## src/hw/rtl/rrts_pkg.sv

```systemverilog
// Types, codes and constants of the round-robin thread scheduler.
package rrts_pkg;

  localparam int MAX_THREADS_DEF = 16;

  // Operation codes carried by an input word
  typedef enum logic [2:0] {
    OP_ADD     = 3'd0,
    OP_UNBLOCK = 3'd1,
    OP_BLOCK   = 3'd2,
    OP_EXIT    = 3'd3,
    OP_SCHED   = 3'd4,
    OP_SET_CUR = 3'd5
  } op_e;

  // Per-thread status codes
  typedef enum logic [1:0] {
    ST_FREE    = 2'd0,
    ST_READY   = 2'd1,
    ST_RUNNING = 2'd2,
    ST_BLOCKED = 2'd3
  } thread_st_e;

  // Result status codes
  typedef enum logic [1:0] {
    RES_DONE    = 2'd0,
    RES_IGNORED = 2'd1,
    RES_ERROR   = 2'd2
  } res_e;

  typedef struct packed {
    logic [2:0] operation;
    logic [3:0] thread_id;
    logic       user_space;
  } item_t;

  typedef struct packed {
    logic [1:0] status;
    logic       switched;
    logic [3:0] prev_thread;
    logic [3:0] next_thread;
    logic       load_kernel_stack;
    logic [3:0] active_thread;
    logic       current_valid;
  } result_t;

endpackage

```

## src/hw/rtl/rrts_core.sv

```systemverilog
// Thread table, ready queue and single-pass operation logic.
module rrts_core import rrts_pkg::*; #(
  parameter int MAX_THREADS = MAX_THREADS_DEF
) (
  input  logic    clk,
  input  logic    rst_n,
  input  logic    fire,
  input  item_t   item,
  output result_t result
);

  localparam int IDX_W = $clog2(MAX_THREADS);

  // Thread table
  logic [1:0]       status_r [MAX_THREADS];
  logic             queued_r [MAX_THREADS];
  logic [IDX_W-1:0] link_r   [MAX_THREADS];
  logic             user_r   [MAX_THREADS];

  // Queue pointers and current thread
  logic [IDX_W-1:0] head_r, head_nxt;
  logic [IDX_W-1:0] tail_r, tail_nxt;
  logic             empty_r, empty_nxt;
  logic [IDX_W-1:0] run_id_r, run_id_nxt;
  logic             run_vld_r, run_vld_nxt;

  // Table write ports
  logic             st_we0, st_we1;
  logic [IDX_W-1:0] st_a0;
  logic [1:0]       st_d0;
  logic             lk_we;
  logic [IDX_W-1:0] lk_a, lk_d;
  logic             usr_we, usr_d;
  logic             q_clr_we, q_set_we;
  logic [IDX_W-1:0] q_set_a;

  logic [IDX_W-1:0] t;
  logic             id_ok;
  logic             can_sched, do_sched, sched_op, run_is_running, requeue, pop_last;
  logic [1:0]       res_status;

  assign t         = IDX_W'(item.thread_id);
  assign id_ok     = 32'(item.thread_id) < 32'(MAX_THREADS);
  assign can_sched = run_vld_r && !empty_r;
  assign pop_last  = (head_r == tail_r);
  assign run_is_running = (status_r[run_id_r] == ST_RUNNING);

  // Decode the operation and plan all state updates
  always_comb begin
    head_nxt    = head_r;
    tail_nxt    = tail_r;
    empty_nxt   = empty_r;
    run_id_nxt  = run_id_r;
    run_vld_nxt = run_vld_r;
    st_we0      = 1'b0;
    st_a0       = t;
    st_d0       = ST_READY;
    st_we1      = 1'b0;
    lk_we       = 1'b0;
    lk_a        = t;
    lk_d        = head_r;
    usr_we      = 1'b0;
    usr_d       = 1'b0;
    q_clr_we    = 1'b0;
    q_set_we    = 1'b0;
    q_set_a     = t;
    do_sched    = 1'b0;
    sched_op    = 1'b0;
    requeue     = 1'b0;
    res_status  = RES_IGNORED;

    unique case (item.operation)
      OP_ADD: begin
        if (id_ok) begin
          if (queued_r[t]) begin
            res_status = RES_ERROR;
          end else begin
            st_we0   = 1'b1;
            usr_we   = 1'b1;
            usr_d    = item.user_space;
            if (empty_r) begin
              tail_nxt  = t;
              empty_nxt = 1'b0;
            end else begin
              lk_we = 1'b1;
            end
            head_nxt   = t;
            q_set_we   = 1'b1;
            res_status = RES_DONE;
          end
        end
      end
      OP_UNBLOCK: begin
        if (id_ok && status_r[t] == ST_BLOCKED) begin
          st_we0 = 1'b1;
          if (!queued_r[t]) begin
            if (empty_r) begin
              head_nxt  = t;
              empty_nxt = 1'b0;
            end else begin
              lk_we = 1'b1;
              lk_a  = tail_r;
              lk_d  = t;
            end
            tail_nxt = t;
            q_set_we = 1'b1;
          end
          res_status = RES_DONE;
        end
      end
      OP_BLOCK, OP_EXIT: begin
        if (run_vld_r) begin
          st_we0     = 1'b1;
          st_a0      = run_id_r;
          st_d0      = (item.operation == OP_BLOCK) ? ST_BLOCKED : ST_FREE;
          res_status = RES_DONE;
          do_sched   = can_sched;
        end
      end
      OP_SCHED: begin
        if (can_sched) begin
          do_sched   = 1'b1;
          sched_op   = 1'b1;
          res_status = RES_DONE;
        end
      end
      OP_SET_CUR: begin
        if (id_ok) begin
          run_id_nxt  = t;
          run_vld_nxt = 1'b1;
          st_we0      = 1'b1;
          usr_we      = 1'b1;
          res_status  = RES_DONE;
        end
      end
      default: begin
      end
    endcase

    // Pop the head; on OP_SCHED put a running current thread back at the tail unless queued elsewhere
    if (do_sched) begin
      q_clr_we = 1'b1;
      st_we1   = 1'b1;
      if (sched_op && run_is_running) begin
        st_we0 = 1'b1;
        st_a0  = run_id_r;
        st_d0  = ST_READY;
      end
      requeue = sched_op && run_is_running &&
                !(queued_r[run_id_r] && (run_id_r != head_r));
      if (requeue) begin
        q_set_we = 1'b1;
        q_set_a  = run_id_r;
        tail_nxt = run_id_r;
        if (pop_last) begin
          head_nxt  = run_id_r;
          empty_nxt = 1'b0;
        end else begin
          head_nxt = link_r[head_r];
          lk_we    = 1'b1;
          lk_a     = tail_r;
          lk_d     = run_id_r;
        end
      end else begin
        head_nxt  = pop_last ? head_r : link_r[head_r];
        empty_nxt = pop_last;
      end
      run_id_nxt = head_r;
    end
  end

  // Build the result word
  always_comb begin
    result.status            = res_status;
    result.switched          = do_sched;
    result.prev_thread       = do_sched ? 4'(run_id_r) : 4'd0;
    result.next_thread       = do_sched ? 4'(head_r) : 4'd0;
    result.load_kernel_stack = do_sched ? user_r[head_r] : 1'b0;
    result.active_thread     = run_vld_nxt ? 4'(run_id_nxt) : 4'd0;
    result.current_valid     = run_vld_nxt;
  end

  // Update status, queue flags and pointers
  always_ff @(posedge clk) begin
    if (!rst_n) begin
      for (int i = 0; i < MAX_THREADS; i++) begin
        status_r[i] <= ST_FREE;
        queued_r[i] <= 1'b0;
      end
      head_r    <= '0;
      tail_r    <= '0;
      empty_r   <= 1'b1;
      run_id_r  <= '0;
      run_vld_r <= 1'b0;
    end else if (fire) begin
      if (st_we0) begin
        status_r[st_a0] <= st_d0;
      end
      if (st_we1) begin
        status_r[head_r] <= ST_RUNNING;
      end
      if (q_clr_we) begin
        queued_r[head_r] <= 1'b0;
      end
      if (q_set_we) begin
        queued_r[q_set_a] <= 1'b1;
      end
      head_r    <= head_nxt;
      tail_r    <= tail_nxt;
      empty_r   <= empty_nxt;
      run_id_r  <= run_id_nxt;
      run_vld_r <= run_vld_nxt;
    end
  end

  // Links and address-space flags hold whatever was last written
  always_ff @(posedge clk) begin
    if (fire) begin
      if (lk_we) begin
        link_r[lk_a] <= lk_d;
      end
      if (usr_we) begin
        user_r[t] <= usr_d;
      end
    end
  end

endmodule

```

## src/hw/rtl/round_robin_thread_scheduler.sv

```systemverilog
// Top level of the round-robin thread scheduler: input and result registers around the core.
//
//   channel   ports                          carries
//   in        in_valid  in_ready  in_data    item_t: operation, thread_id, user_space
//   out       out_valid out_ready out_data   result_t: status, switch report, current
//
// One item per cycle unless the result stalls; a taken item passes the input then the output register.
// Each item updates the thread table and queue pointers in one pass between the registers.
// rst_n is synchronous: all threads free, queue empty, no current thread, both stages empty.
// A stalled result holds in the output register while one more item waits in the input
// register; in_ready drops only when both are full.
module round_robin_thread_scheduler import rrts_pkg::*; #(
  parameter int MAX_THREADS = MAX_THREADS_DEF
) (
  input  logic    clk,
  input  logic    rst_n,
  input  logic    in_valid,
  output logic    in_ready,
  input  item_t   in_data,
  output logic    out_valid,
  input  logic    out_ready,
  output result_t out_data
);

  logic    s1_vld_r, s1_vld_nxt;
  item_t   s1_data_r;
  logic    out_vld_r, out_vld_nxt;
  result_t out_data_r;
  result_t core_res;
  logic    fire;
  logic    in_take;

  // Advance the held word when the result register is free
  assign fire     = s1_vld_r && (!out_vld_r || out_ready);
  assign in_ready = !s1_vld_r || fire;
  assign in_take  = in_valid && in_ready;

  always_comb begin
    s1_vld_nxt  = in_take ? 1'b1 : (fire ? 1'b0 : s1_vld_r);
    out_vld_nxt = fire ? 1'b1 : (out_ready ? 1'b0 : out_vld_r);
  end

  rrts_core #(
    .MAX_THREADS(MAX_THREADS)
  ) u_core (
    .clk    (clk),
    .rst_n  (rst_n),
    .fire   (fire),
    .item   (s1_data_r),
    .result (core_res)
  );

  // Stage valid flags
  always_ff @(posedge clk) begin
    if (!rst_n) begin
      s1_vld_r  <= 1'b0;
      out_vld_r <= 1'b0;
    end else begin
      s1_vld_r  <= s1_vld_nxt;
      out_vld_r <= out_vld_nxt;
    end
  end

  // Stage payloads
  always_ff @(posedge clk) begin
    if (in_take) begin
      s1_data_r <= in_data;
    end
    if (fire) begin
      out_data_r <= core_res;
    end
  end

  assign out_valid = out_vld_r;
  assign out_data  = out_data_r;

endmodule

```

## config.mk

```make
export PLATFORM = sky130hd
export DESIGN_NAME = round_robin_thread_scheduler
export DESIGN_NICKNAME = d
export VERILOG_FILES = /design/src/hw/rtl/rrts_pkg.sv /design/src/hw/rtl/rrts_core.sv /design/src/hw/rtl/round_robin_thread_scheduler.sv
export SDC_FILE = /design/constraint.sdc
export NUM_CORES = 1
export LEC_CHECK = 0
export ABC_AREA = 0
export ABC_CLOCK_PERIOD_IN_PS = 4050
export BUFFER_PORTS_ARGS = -buffer_cell sky130_fd_sc_hd__buf_2
export CAP_MARGIN = 10
export CORE_UTILIZATION = 31
export CTS_CLUSTER_DIAMETER = 40
export CTS_CLUSTER_SIZE = 40
export DETAILED_ROUTE_END_ITERATION = 10
export GPL_ROUTABILITY_DRIVEN = 0
export PLACE_DENSITY = 0.44
export SYNTH_ARGS = -nofsm -noshare
export SYNTH_HDL_FRONTEND = slang
export SYNTH_SLANG_ARGS = --single-unit
```

## constraint.sdc

```tcl
create_clock -name clk -period 4.05 [get_ports clk]
set_input_delay 0.2025 -clock clk [delete_from_list [all_inputs] [get_ports clk]]
set_output_delay 0.2025 -clock clk [all_outputs]
set_load 0.01 [all_outputs]
```

==> flow_metrics.env <==
export IMPL_synthesis_area_sq_um=8780
export IMPL_viasPerCell=5.63
export IMPL_synth_adder_area_share=0
export IMPL_rsz0062_at_grt="false"
export IMPL_grt_pass1_wl_mm=43.3
export IMPL_leakagePower_uw=0.00319
export IMPL_synth_main_ff_cell="edfxtp_1"
export IMPL_dp_cells=1171
export IMPL_die_x_microns=170
export IMPL_cts_resized=0
export IMPL_slowest_delay_ns=0.66
export IMPL_final_common_cell="edfxtp_1"
export IMPL_timing_final_ws_setup_ns=0.291
export IMPL_routed_wl_met2_mm=14.3
export IMPL_cts_made_buffers=17
export IMPL_setup_tns_ns=0
export IMPL_cts_sinks=181
export IMPL_synth_seq_cells=181
export IMPL_fin_nets=833
export IMPL_num_vias=6819
export IMPL_num_antenna_cells=0
export IMPL_cts_setup_buffers=0
export IMPL_avgSynthCellArea_sq_um=11.2
export IMPL_fmax_ghz=0.266
export IMPL_fin_skew_ns=0.0243
export IMPL_ir_drop_v=0.000258
export IMPL_grt_pass1_vias=6908
export IMPL_run_status="finished clean"
export IMPL_final_max_slew_viol_count=0
export IMPL_holdWs_ns=0.0603
export IMPL_ys_types=70
export IMPL_maxUsedRoutingLayer="met4"
export IMPL_swShare=0.274
export IMPL_portBuffers=30
export IMPL_stdcell_count=1212
export IMPL_cp_slowest_cell="dfxtp_1"
export IMPL_route_detailed_drc=0
export IMPL_dr_pass1_iters=5
export IMPL_syn_inst=787
export IMPL_cts_root_buf="clkbuf_16"
export IMPL_antenna_found_initial=0
export IMPL_timing_critical_path_cells="mux4_2, a22oi_1, a31oi_1, or2_2, nor2_1, nand3_1, buf_4, o32ai_1"
export IMPL_arrival_ns=3.84
export IMPL_dieArea_sq_um=29000
export IMPL_synthXorXnorAreaFrac=0.00798
export IMPL_ant_nets=0
export IMPL_end_kind="flop"
export IMPL_setup_violations=0
export IMPL_worstSetupStartpointType="flop"
export IMPL_p_switching_uw=1090
export IMPL_dr_wl_met3_mm=1.51
export IMPL_place_ws_ns=0.337
export IMPL_detail_route_wl_per_cell_microns=23.5
export IMPL_die_height_microns=170
export IMPL_crit_family="compound AO/OA/AOI/OAI gates"
export IMPL_finalHoldViolCount=0
export IMPL_synth_top_family_by_area="simple AND/OR/NAND/NOR gates"
export IMPL_worstPathMaxFanout=16
export IMPL_core_area_sq_um=27900
export IMPL_grt_usage=0.204
export IMPL_num_rows=61
export IMPL_cp_buffers_inverters=1
export IMPL_hold_buffers=9
export IMPL_clk_path_buf_depth=2
export IMPL_combPwrFrac=0.054
export IMPL_powerDensity_nw_per_um2=393
export IMPL_synth_compound_area_share=0.129
export IMPL_grt_max_degree=55
export IMPL_fillerInstances=2720
export IMPL_synth_nets=799
export IMPL_maxSlewHeadroom=0.483
export IMPL_synth_edf_count=105
export IMPL_clkSlewWorstSetupHoldPaths_ns=0.08
export IMPL_start_util=0.315
export IMPL_critical_path_class="reg2reg"
export IMPL_final_layout_size_suffix_gt1_frac=0.180
export IMPL_routed_wl_mm=28.5
export IMPL_p_int_uw=2890
export IMPL_synth_simple_area_share=0.174
export IMPL_first_iter_violations=611
export IMPL_clock_latency_ns=0.46
export IMPL_grt_overflow=0
export IMPL_power_frac_clock=0.445
export IMPL_drt_met1_wl_mm=12.0
export IMPL_ys_async_sr_fraction=0
export IMPL_dpl_hpwl_mm=20.6
export IMPL_period_share=0.928
export IMPL_hold_class="in2reg"
export IMPL_cts_tree="yes"
export IMPL_max_slew_worst_pin_slew_ns=0.767
export IMPL_io_pin_count=31
export IMPL_area_growth_pct=15.3
export IMPL_synth_seq_area_share=0.532
export IMPL_synth_area_mux_share=0.128
export IMPL_fin_crit_ns=3.76
export IMPL_cts_max_level=4
export IMPL_layout_common_cells="105 x edfxtp_1, 87 x nor2_1, 76 x dfxtp_1, 74 x nand2_1, 36 x nand3_1"
export IMPL_cp_required_ns=4.14
export IMPL_drv_cap=0
export IMPL_ys_warn_count=0
export IMPL_seqPwrFrac=0.501
==> final timing paths <==
| check | depth (start not counted) | to | start | slack (ns) |
|---|---|---|---|---|
| setup reg to reg | 8 | u_core.link_r[10][2]$_DFFE_PP_ | flop | 0.29 |
| hold reg to reg | 2 | u_core.status_r[9][0]$_SDFFE_PP0P_ | u_core.status_r[9][0]$_SDFFE_PP0P_ | 0.47 |
| setup / recovery | 8 | u_core.link_r[10][2]$_DFFE_PP_ | flop | 0.29 |
| hold / removal | 4 | out_valid$_SDFFE_PN0P_ | out_ready | 0.06 |
==> cell families after synthesis <==
group                  after synthesis
buffers and inverters               63
flip-flops                         181
AO/OA/AOI/OAI                      161
AND/OR/NAND/NOR                    306
multiplexers                        68
XOR/XNOR                             8
==> synthesized netlist by cell type, drive strengths merged, types with 3 or more instances <==
cell | n | area share
nor3 | 15 | 0.0097
or4 | 6 | 0.0051
nor2b | 11 | 0.0078
a211o | 4 | 0.0040
clkbuf | 38 | 0.016
o32ai | 19 | 0.019
nor3b | 4 | 0.0034
and2 | 10 | 0.0071
inv | 13 | 0.0056
o22ai | 21 | 0.015
dfxtp | 76 | 0.17
or3 | 5 | 0.0036
or3b | 3 | 0.0030
a21oi | 32 | 0.018
nor2 | 88 | 0.038
nand4 | 6 | 0.0050
mux4 | 33 | 0.085
or2 | 7 | 0.0050
mux2i | 22 | 0.026
nor4 | 5 | 0.0036
o211ai | 13 | 0.011
xnor2 | 4 | 0.0040
mux2 | 13 | 0.018
nand3b | 7 | 0.0060
xor2 | 4 | 0.0040
buf | 12 | 0.0073
a21boi | 4 | 0.0034
edfxtp | 105 | 0.36
a31oi | 6 | 0.0060
nor4bb | 3 | 0.0034
nand3 | 36 | 0.021
nand2 | 74 | 0.032
a211oi | 9 | 0.0077
and3 | 3 | 0.0021
nand2b | 17 | 0.012
o31ai | 6 | 0.0051
o21ai | 22 | 0.013
==> metal layers <==
| metal | vias up | track usage |
|---|---|---|
| li1 | 3075 | - |
| met4 | 0 | 0.0803 |
| met3 | 45 | 0.0351 |
| met2 | 247 | 0.353 |
| met1 | 3452 | 0.253 |
| met5 | - | 0 |
==> cell type report <==
type | count | area [sq um] | area share
Clock buffer | 17 | 425 | 0.0420
Clock inverter | 15 | 216 | 0.0214
Inverter | 13 | 48.8 | 0.00482
Multi-Input combinational cell | 543 | 3850 | 0.380
Sequential cell | 181 | 4670 | 0.462
Tap cell | 378 | 473 | 0.0467
Timing Repair Buffer | 65 | 435 | 0.0430
==> per-stage QoR <==
step | util | total power, uW | instance area (sq um)
after global placement | 0.337 | 2240 | 9390
after floorplan | - | 2150 | 8780
final | 0.363 | 3980 | 10100
after CTS | 0.363 | 4000 | 10100
after global routing | 0.363 | 4090 | 10100
after detailed placement | 0.337 | 2240 | 9390
==> tightest hold or removal path: stages <==
cell and delay (ns):
buf_2 0.07, nor2b_1 0.06, nor2_1 0.08, nor2_1 0.05
==> state kept, by name, indices dropped and copies added (netlist names), 4 cells and up, named ones only <==
signal,cells
s1_data_r,8
u_core.tail_r,4
u_core.status_r,32
u_core.user_r,16
u_core.head_r,4
u_core.link_r,64
u_core.queued_r,16
out_data,17
u_core.run_id_r,4
==> power groups by stage <==
stage	registers (uW)	logic, uW	clock network, uW
after global routing	2000	231	1860
after floorplan	2010	141	0
final	1990	215	1770
after detailed placement	2040	207	0
after CTS	1990	215	1790
after global placement	2040	206	0
Power figures use the tool's default switching activity.
